==> src/assert_macros.svh <==
// ----------------------------------------------------------------------------
// assertion macros
// Shared helpers for the concurrent checks in the RTL.
// ----------------------------------------------------------------------------
`ifndef ASSERT_MACROS_SVH
`define ASSERT_MACROS_SVH

// same-cycle implication, disabled during reset
`define ASSERT_SAME(lbl, ante, cons) \
    lbl: assert property (@(posedge clk) disable iff (!rst_n) (ante) |-> (cons)) \
        else $error("assertion failed");

// next-cycle implication, disabled during reset
`define ASSERT_NEXT(lbl, ante, cons) \
    lbl: assert property (@(posedge clk) disable iff (!rst_n) (ante) |=> (cons)) \
        else $error("assertion failed");

`endif

==> src/gso_pkg.sv <==
// ----------------------------------------------------------------------------
// gso_pkg
// Widths and helpers for the Gram-Schmidt orthonormalisation core.
// ----------------------------------------------------------------------------
package gso_pkg;

    localparam int MAX_LEN = 64;
    localparam int ADDR_W  = 6;
    localparam int CNT_W   = 7;
    localparam int DATA_W  = 16;
    localparam int MAG_W   = 17;
    localparam int PROD_W  = 34;
    localparam int ACC_W   = 40;
    localparam int SUMSQ_W = 37;
    localparam int LEN_W   = 19;
    localparam int DIVD_W  = 31;
    localparam int FRAC_W  = 14;

    // magnitude of a signed 16-bit value, 17 bits wide
    function automatic logic [MAG_W-1:0] mag16(input logic [DATA_W-1:0] v);
        logic [MAG_W-1:0] e;
        e = {v[DATA_W-1], v};
        return v[DATA_W-1] ? (~e + MAG_W'(1)) : e;
    endfunction

endpackage

==> src/gram_schmidt_orthonormalize_core.sv <==
// Sequence: a non-final pair keeps busy high through the bit-serial 17-bit multiply and
// the accumulate; the final pair adds the inner product, a residual pass per element,
// the square root and, per element, the serial divide (skipped when the length is
// zero) and the result output.
// Throughput: one vector at a time, set by the bit-serial multiplier and divider.
// Reset clears control state, the count, the accumulator and the output registers; stores are not cleared.
// ----------------------------------------------------------------------------
// gram_schmidt_orthonormalize_core
// Stores a vector pair, removes the reference projection and normalises the
// residual using bit-serial multiply, square root and divide units.
// ----------------------------------------------------------------------------
`include "assert_macros.svh"

module gram_schmidt_orthonormalize_core
    import gso_pkg::*;
(
    input  logic                     clk,
    input  logic                     rst_n,
    input  logic                     start,
    output logic                     busy,
    input  logic signed [DATA_W-1:0] reference_value,
    input  logic signed [DATA_W-1:0] target_value,
    input  logic                     last_in,
    output logic                     valid,
    output logic signed [DATA_W-1:0] result_value,
    output logic                     last_out,
    output logic                     degenerate
);

    typedef enum logic [3:0] {
        S_IDLE, S_LMUL, S_LACC, S_IP, S_RRD, S_RSET, S_RMUL1, S_RSUB,
        S_RMUL2, S_RACC, S_SQRT, S_DRD, S_DSET, S_DIV, S_DOUT
    } state_t;

    state_t state_reg;

    // vector stores
    logic [DATA_W-1:0] ref_mem [MAX_LEN];
    logic [DATA_W-1:0] tgt_mem [MAX_LEN];
    logic [DATA_W-1:0] rd_ref_reg, rd_tgt_reg;

    logic [CNT_W-1:0]  cnt_reg, n_reg, idx_reg;
    logic              last_reg;
    logic [ACC_W-1:0]  acc_reg;
    logic [DATA_W-1:0] ip_reg;

    // serial multiplier
    logic [MAG_W-1:0]  mcand_reg;
    logic [PROD_W-1:0] prod_reg;
    logic              neg_reg;
    logic [4:0]        step_reg;

    // square root and divider
    logic [SUMSQ_W-1:0] sumsq_reg, s_reg, res_reg, bit_reg;
    logic [LEN_W-1:0]   len_reg, rem_reg;
    logic [DIVD_W-1:0]  quo_reg;

    // output registers
    logic              valid_reg, last_out_reg, degen_reg;
    logic [DATA_W-1:0] result_reg;

    // combinational datapath
    logic [MAG_W:0]      mul_sum;
    logic [PROD_W-1:0]   mul_step;
    logic [PROD_W:0]     prod_s;
    logic [ACC_W-1:0]    acc_add, acc_mag, acc_rsum;
    logic [ACC_W-15:0]   acc_rnd;
    logic [DATA_W-1:0]   ip_val;
    logic [PROD_W-1:0]   p_rsum;
    logic [PROD_W-15:0]  p_rnd;
    logic [PROD_W-13:0]  rnd_s;
    logic [PROD_W-13:0]  resid;
    logic [DATA_W-1:0]   rs_val;
    logic [SUMSQ_W-1:0]  sumsq_add, sq_t;
    logic [LEN_W:0]      rem2, rem_sub;
    logic                rem_ge;
    logic [DATA_W-1:0]   q_val;
    logic                accept;
    logic                mem_we_load, mem_we_resid;
    logic [ADDR_W-1:0]   wr_addr;
    logic [DATA_W-1:0]   tgt_wdata;

    assign accept = start && (state_reg == S_IDLE);

    // multiplier step: add-and-shift on the high half
    assign mul_sum  = {1'b0, prod_reg[PROD_W-1:MAG_W]} +
                      (prod_reg[0] ? {1'b0, mcand_reg} : (MAG_W+1)'(0));
    assign mul_step = {mul_sum, prod_reg[MAG_W-1:1]};
    assign prod_s   = neg_reg ? (~{1'b0, prod_reg} + (PROD_W+1)'(1)) : {1'b0, prod_reg};
    assign acc_add  = acc_reg + {{(ACC_W-PROD_W-1){prod_s[PROD_W]}}, prod_s};

    // inner product rounding and saturation
    assign acc_mag  = acc_reg[ACC_W-1] ? (~acc_reg + ACC_W'(1)) : acc_reg;
    assign acc_rsum = acc_mag + ACC_W'(8192);
    assign acc_rnd  = acc_rsum[ACC_W-1:FRAC_W];
    always_comb
    begin
        if (!acc_reg[ACC_W-1])
            ip_val = (acc_rnd > (ACC_W-14)'(32767)) ? 16'h7fff : acc_rnd[DATA_W-1:0];
        else
            ip_val = (acc_rnd > (ACC_W-14)'(32768)) ? 16'h8000 : (~acc_rnd[DATA_W-1:0] + 16'd1);
    end

    // residual rounding, subtraction and saturation
    assign p_rsum = prod_reg + PROD_W'(8192);
    assign p_rnd  = p_rsum[PROD_W-1:FRAC_W];
    assign rnd_s  = neg_reg ? (~{2'b00, p_rnd} + (PROD_W-12)'(1)) : {2'b00, p_rnd};
    assign resid  = {{(PROD_W-12-DATA_W){rd_tgt_reg[DATA_W-1]}}, rd_tgt_reg} - rnd_s;
    always_comb
    begin
        if (!resid[PROD_W-13] && (resid[PROD_W-14:DATA_W-1] != '0))
            rs_val = 16'h7fff;
        else if (resid[PROD_W-13] && (resid[PROD_W-14:DATA_W-1] != '1))
            rs_val = 16'h8000;
        else
            rs_val = resid[DATA_W-1:0];
    end

    assign sumsq_add = sumsq_reg + SUMSQ_W'(prod_reg);
    assign sq_t      = res_reg + bit_reg;

    // restoring divider step
    assign rem2    = {rem_reg, quo_reg[DIVD_W-1]};
    assign rem_ge  = rem2 >= {1'b0, len_reg};
    assign rem_sub = rem2 - {1'b0, len_reg};

    // quotient saturation with the sign of the residual
    always_comb
    begin
        if (!rd_tgt_reg[DATA_W-1])
            q_val = (quo_reg >= DIVD_W'(32767)) ? 16'h7fff : quo_reg[DATA_W-1:0];
        else
            q_val = (quo_reg >= DIVD_W'(32768)) ? 16'h8000 : (~quo_reg[DATA_W-1:0] + 16'd1);
    end

    // store write port
    assign mem_we_load  = accept;
    assign mem_we_resid = (state_reg == S_RSUB);
    assign wr_addr      = mem_we_load ? cnt_reg[ADDR_W-1:0] : idx_reg[ADDR_W-1:0];
    assign tgt_wdata    = mem_we_load ? target_value : rs_val;

    always_ff @(posedge clk)
    begin
        if (mem_we_load)
            ref_mem[wr_addr] <= reference_value;
        if (mem_we_load || mem_we_resid)
            tgt_mem[wr_addr] <= tgt_wdata;
        rd_ref_reg <= ref_mem[idx_reg[ADDR_W-1:0]];
        rd_tgt_reg <= tgt_mem[idx_reg[ADDR_W-1:0]];
    end

    // control sequencer and datapath registers
    always_ff @(posedge clk or negedge rst_n)
    begin
        if (!rst_n)
        begin
            state_reg    <= S_IDLE;
            cnt_reg      <= '0;
            acc_reg      <= '0;
            valid_reg    <= 1'b0;
            last_out_reg <= 1'b0;
            degen_reg    <= 1'b0;
            result_reg   <= '0;
        end
        else
        begin
            valid_reg <= 1'b0;
            case (state_reg)
                S_IDLE:
                begin
                    if (accept)
                    begin
                        mcand_reg <= mag16(reference_value);
                        prod_reg  <= {{(PROD_W-MAG_W){1'b0}}, mag16(target_value)};
                        neg_reg   <= reference_value[DATA_W-1] ^ target_value[DATA_W-1];
                        last_reg  <= last_in || (cnt_reg == CNT_W'(MAX_LEN-1));
                        cnt_reg   <= cnt_reg + CNT_W'(1);
                        step_reg  <= 5'(MAG_W);
                        state_reg <= S_LMUL;
                    end
                end
                S_LMUL:
                begin
                    prod_reg <= mul_step;
                    step_reg <= step_reg - 5'd1;
                    if (step_reg == 5'd1)
                        state_reg <= S_LACC;
                end
                S_LACC:
                begin
                    acc_reg <= acc_add;
                    if (last_reg)
                    begin
                        n_reg     <= cnt_reg;
                        state_reg <= S_IP;
                    end
                    else
                        state_reg <= S_IDLE;
                end
                S_IP:
                begin
                    ip_reg    <= ip_val;
                    idx_reg   <= '0;
                    sumsq_reg <= '0;
                    state_reg <= S_RRD;
                end
                S_RRD:
                    state_reg <= S_RSET;
                S_RSET:
                begin
                    mcand_reg <= mag16(ip_reg);
                    prod_reg  <= {{(PROD_W-MAG_W){1'b0}}, mag16(rd_ref_reg)};
                    neg_reg   <= ip_reg[DATA_W-1] ^ rd_ref_reg[DATA_W-1];
                    step_reg  <= 5'(MAG_W);
                    state_reg <= S_RMUL1;
                end
                S_RMUL1, S_RMUL2:
                begin
                    prod_reg <= mul_step;
                    step_reg <= step_reg - 5'd1;
                    if (step_reg == 5'd1)
                        state_reg <= (state_reg == S_RMUL1) ? S_RSUB : S_RACC;
                end
                S_RSUB:
                begin
                    mcand_reg <= mag16(rs_val);
                    prod_reg  <= {{(PROD_W-MAG_W){1'b0}}, mag16(rs_val)};
                    neg_reg   <= 1'b0;
                    step_reg  <= 5'(MAG_W);
                    state_reg <= S_RMUL2;
                end
                S_RACC:
                begin
                    sumsq_reg <= sumsq_add;
                    s_reg     <= sumsq_add;
                    res_reg   <= '0;
                    bit_reg   <= SUMSQ_W'(1) << (SUMSQ_W-1);
                    if (idx_reg == n_reg - CNT_W'(1))
                        state_reg <= S_SQRT;
                    else
                    begin
                        idx_reg   <= idx_reg + CNT_W'(1);
                        state_reg <= S_RRD;
                    end
                end
                S_SQRT:
                begin
                    if (bit_reg == '0)
                    begin
                        len_reg   <= res_reg[LEN_W-1:0];
                        idx_reg   <= '0;
                        state_reg <= S_DRD;
                    end
                    else
                    begin
                        if (s_reg >= sq_t)
                        begin
                            s_reg   <= s_reg - sq_t;
                            res_reg <= (res_reg >> 1) + bit_reg;
                        end
                        else
                            res_reg <= res_reg >> 1;
                        bit_reg <= bit_reg >> 2;
                    end
                end
                S_DRD:
                    state_reg <= S_DSET;
                S_DSET:
                begin
                    quo_reg   <= {mag16(rd_tgt_reg), {FRAC_W{1'b0}}} +
                                 {{(DIVD_W-LEN_W+1){1'b0}}, len_reg[LEN_W-1:1]};
                    rem_reg   <= '0;
                    step_reg  <= 5'(DIVD_W);
                    state_reg <= (len_reg == '0) ? S_DOUT : S_DIV;
                end
                S_DIV:
                begin
                    rem_reg  <= rem_ge ? rem_sub[LEN_W-1:0] : rem2[LEN_W-1:0];
                    quo_reg  <= {quo_reg[DIVD_W-2:0], rem_ge};
                    step_reg <= step_reg - 5'd1;
                    if (step_reg == 5'd1)
                        state_reg <= S_DOUT;
                end
                S_DOUT:
                begin
                    valid_reg    <= 1'b1;
                    result_reg   <= (len_reg == '0) ? '0 : q_val;
                    degen_reg    <= (len_reg == '0);
                    last_out_reg <= (idx_reg == n_reg - CNT_W'(1));
                    if (idx_reg == n_reg - CNT_W'(1))
                    begin
                        cnt_reg   <= '0;
                        acc_reg   <= '0;
                        state_reg <= S_IDLE;
                    end
                    else
                    begin
                        idx_reg   <= idx_reg + CNT_W'(1);
                        state_reg <= S_DRD;
                    end
                end
                default:
                    state_reg <= S_IDLE;
            endcase
        end
    end

    assign busy         = (state_reg != S_IDLE);
    assign valid        = valid_reg;
    assign result_value = result_reg;
    assign last_out     = last_out_reg;
    assign degenerate   = degen_reg;

    // checks
    `ASSERT_SAME(a_valid_after_busy, valid, $past(busy))
    `ASSERT_SAME(a_degen_zero, valid && degenerate, result_value == '0)
    `ASSERT_NEXT(a_start_busy, start && !busy, busy)

endmodule
==> config.mk <==
export PLATFORM = sky130hd
export DESIGN_NAME = gram_schmidt_orthonormalize_core
export DESIGN_NICKNAME = d
export VERILOG_FILES = /design/src/gso_pkg.sv /design/src/gram_schmidt_orthonormalize_core.sv
export VERILOG_INCLUDE_DIRS = /design/src /design/src/src
export SDC_FILE = /design/constraint.sdc
export NUM_CORES = 2
export LEC_CHECK = 0
export BUFFER_PORTS_ARGS = -buffer_cell sky130_fd_sc_hd__clkbuf_2
export CAP_MARGIN = 20
export CELL_PAD_IN_SITES_DETAIL_PLACEMENT = 1
export CELL_PAD_IN_SITES_GLOBAL_PLACEMENT = 1
export CORE_ASPECT_RATIO = 0.9
export CORE_UTILIZATION = 28
export DETAILED_ROUTE_END_ITERATION = 16
export GPL_ROUTABILITY_DRIVEN = 0
export MAX_ROUTING_LAYER = met4
export PLACE_DENSITY_LB_ADDON = 0.1
export SYNTH_ARGS = -nofsm -noshare
export SYNTH_HDL_FRONTEND = slang
export SYNTH_SLANG_ARGS = --single-unit
export TNS_END_PERCENT = 50
==> constraint.sdc <==
create_clock -name clk -period 10.3 [get_ports clk]
set_input_delay 0 -clock clk [delete_from_list [all_inputs] [get_ports clk]]
set_output_delay 0 -clock clk [all_outputs]
set_load 0.05 [all_outputs]
==> impl_metrics.json <==
{
  "yosysWarnings": 0,
  "drt_iter0_drc": 5307,
  "cp_max_fo": 13,
  "layout.nets": 7323,
  "yosysUniqueCellTypes": 109,
  "crit_type": "register to register",
  "root_buffer": "clkbuf_16",
  "drt_pass1_iterations": 5,
  "vias": 63600,
  "setup_viol": 0,
  "path_clk_slew_ns": 0.06,
  "rows": 218,
  "pwr-share-clk_pct": 25.0,
  "maxCapViolations": 0,
  "syn_inst": 6786,
  "drive_gt1_share_pct": 21.8,
  "initial_utilization_pct": 28.2,
  "slowest_stage": "nor3_1",
  "wl_per_cell_um": 29.3,
  "tightest_slew_ns": 1.05,
  "dp_hpwl_um": 232000,
  "start_kind": "register",
  "final.hold.worst_slack_ns": 0.209,
  "power_switching_uw": 15500,
  "syn_to_final_growth_pct": 15.9,
  "hp-class": "input port to register",
  "power.internal_uw": 25200,
  "io_pins": 56,
  "synth_flop_cell": "edfxtp_1",
  "cpLargestDelayFamily": "simple AND/OR/NAND/NOR gates",
  "fin_worst_skew_ns": 0.0593,
  "cp_num_buf_inv": 1,
  "fin_setup_tns_ns": 0,
  "cts_resized": 0,
  "power_density_nw_per_um2": 317,
  "dieArea_um2": 397000,
  "sequentialPowerShare_pct": 38.5,
  "io_buffer_count": 55,
  "max_stage_delay_ns": 0.77,
  "drc_errors": 0,
  "grt_start_max_net_pins": 113,
  "crit_path_end_kind": "register",
  "path_cells": "ha_1 -> nand4_1 -> nor3_1 -> mux2i_1 -> a21oi_1 -> or3_1 -> o21ai_0 -> xnor2_1 -> ha_1 -> and3_1 -> nand3_1 -> o21ai_0 -> mux2_2 -> o211ai_1 -> or4_1 -> nand2_1 -> a21oi_1 -> ha_1 -> and4b_1 -> inv_1 -> o311ai_1 -> xnor2_1 -> o21ai_0",
  "viasPerCell": 5.10,
  "outcome": "complete, no violations",
  "ant_nets": 0,
  "cts_buffers": 286,
  "overflow": 0,
  "clock_sinks": 2437,
  "clk_path_buf_depth": 4,
  "antenna_found_initial": 54,
  "grt_pass1_vias": 67000,
  "die_w_um": 664,
  "fmaxAchievable_mhz": 121,
  "finalHoldViolations": 0,
  "rsz0062_at_grt": "no",
  "combPwrFrac_pct": 36.5,
  "postCtsSetupBuffers": 0,
  "globalRouteTotalUtil_pct": 18.6,
  "grt_first_pass_wirelength_um": 518000,
  "drv_slew": 0,
  "ys_ff_latch": 2437,
  "ir_worst_vdd_v": 0.000437,
  "critPathRequiredTime_ns": 10.91,
  "synthesis.nets": 7058,
  "p_leak_uw": 0.0414,
  "netlist_area_um2": 110000,
  "synth.avg_cell_area_um2": 16.3,
  "switching_share_pct": 38.0,
  "cp_data_arrival_time_ns": 8.90,
  "die_height_um": 598,
  "htreeDepth": 5,
  "fin_crit_sh_pct": 80.4,
  "synth_edf_count": 2335,
  "routed_wl_um": 365000,
  "final.fill_count": 39900,
  "core_area_um2": 392000,
  "yosysSeqAreaShare_pct": 65.6,
  "synthArstFlopShare_pct": 2.87,
  "clk_latency_ns": 0.91,
  "cts_tree": "yes",
  "worst_slew_margin_rel_pct": 29.2,
  "min_period_ns": 8.29
}
per-stage QoR:
| stage | power [uW] | utilization [%] | cells | setup slack, ns | instance area (um^2) |
|---|---|---|---|---|---|
| 2_1_floorplan | 24700 | - | 6786 | 1.80 | 110000 |
| 3_3_place_gp | 30600 | 30.2 | 11900 | 2.24 | 118000 |
| 3_5_place_dp | 30900 | 30.2 | 11900 | 2.16 | 118000 |
| 4_1_cts | 41200 | 32.7 | 12400 | 2.08 | 128000 |
| 5_1_grt | 42700 | 32.7 | 12400 | 1.50 | 128000 |
| 6_report | 40600 | 32.7 | 12500 | 2.01 | 128000 |
metal layers:
layer,track usage [%],vias to the layer above,share of wire [%]
li1,-,27700,-
met5,-,-,0
met2,29.5,1120,47
met4,3.90,0,2.1
met1,26.0,34300,47
met3,1.87,426,3.2
area by class of cell:
class | instances | area [um^2] | area share (%)
well taps | 5170 | 6470 | 5.05
clock buffers | 351 | 7590 | 5.93
clock inverters | 155 | 1600 | 1.25
repair buffers | 302 | 2340 | 1.82
multi-input cells | 3897 | 37100 | 29.0
diodes | 13 | 32.5 | 0.0254
inverters | 127 | 477 | 0.372
flip-flops and latches | 2437 | 72500 | 56.6
cells by family (layout without fill, tap and decap cells):
logic type,after synthesis,count (layout),synth area share [%]
buffers and inverters,452,935,1.59
AO/OA/AOI/OAI,1087,1087,6.51
adder cells (fa/ha/maj),236,236,2.72
other,1,14,0.00339
flip-flops,2437,2437,65.6
multiplexers,707,707,14.0
XOR/XNOR,403,403,3.20
AND/OR/NAND/NOR,1463,1463,6.34
cells in the mapped netlist (18+ instances only):
cell | count | area [um^2]
nor3_1 | 75 | 375
nand2_1 | 431 | 1620
nor4_1 | 37 | 231
ha_1 | 229 | 2870
o21a_1 | 29 | 218
o31ai_1 | 41 | 308
mux4_2 | 672 | 15100
clkbuf_1 | 232 | 871
o21ai_0 | 297 | 1490
inv_1 | 127 | 477
dfrtp_1 | 70 | 1750
xnor2_1 | 223 | 1950
o22ai_1 | 31 | 194
o41ai_1 | 21 | 184
a31oi_1 | 54 | 338
edfxtp_1 | 2335 | 70100
nand2b_1 | 39 | 244
mux2i_1 | 29 | 290
buf_1 | 69 | 259
or2_2 | 22 | 138
or4_1 | 18 | 135
a21o_1 | 95 | 713
a211oi_1 | 36 | 270
and3_1 | 51 | 319
nor2_1 | 452 | 1700
a21oi_1 | 213 | 1070
or3_1 | 48 | 300
nand4_1 | 46 | 288
nor2b_1 | 41 | 257
dfxtp_1 | 32 | 641
nand3_1 | 84 | 420
o211ai_1 | 20 | 150
and2_1 | 39 | 244
xor2_1 | 179 | 1570
o21bai_1 | 30 | 225
worst paths after layout:
path	start	end	slack, ns	depth (start not counted)
max reg2reg	prod_reg[13]	prod_reg[14]	2.01	23
min reg2reg	result_value[3]	result_value[3]	0.48	2
max	prod_reg[13]	prod_reg[14]	2.01	23
min in group asynchronous	rst_n	result_value[12]	0.32	4
max in group asynchronous	rst_n	acc_reg[39]	9.02	4
min	reference_value[14]	ref_mem[40][14]	0.21	2
what timing repair did:
action,in CTS,in global routing
hold buffers,44,0
hold endpoints to repair,561,0
endpoints found under the setup margin,0,0
layout by cell type (no fill, tap or decap), types with 30 or more instances in the layout:
master and instances:
nor4_1 34, mux4_2 672, nor3_1 75, clkinv_2 47
inv_1 126, and3_1 49, o21ai_0 289, o21bai_1 30
a21o_1 95, clkbuf_16 294, nor2_4 56, nand3_1 84
buf_4 196, nand4_1 46, a31oi_1 54, dfxtp_1 31
clkinv_1 57, and2_1 39, a211oi_1 36, o22ai_1 31
nor2_1 320, xnor2_1 222, nor2b_1 41, ha_1 229
clkbuf_2 51, o31ai_1 40, a21oi_1 208, clkbuf_1 55
xor2_1 179, nor2_2 77, nand2_1 420, dfrtp_1 69
dlygate4sd3_1 43, nand2b_1 39, or3_1 48, edfxtp_1 2335
power groups by stage:
stage | Sequential [uW] | Clock [uW] | Combinational, uW
finish | 15600 | 10200 | 14800
global placement | 15800 | 0 | 14700
floorplan | 15700 | 0 | 9060
detailed placement | 15800 | 0 | 15000
global route | 15700 | 10800 | 16200
CTS | 15600 | 10500 | 15100
Note: power is estimated with default switching activity, not from simulation.
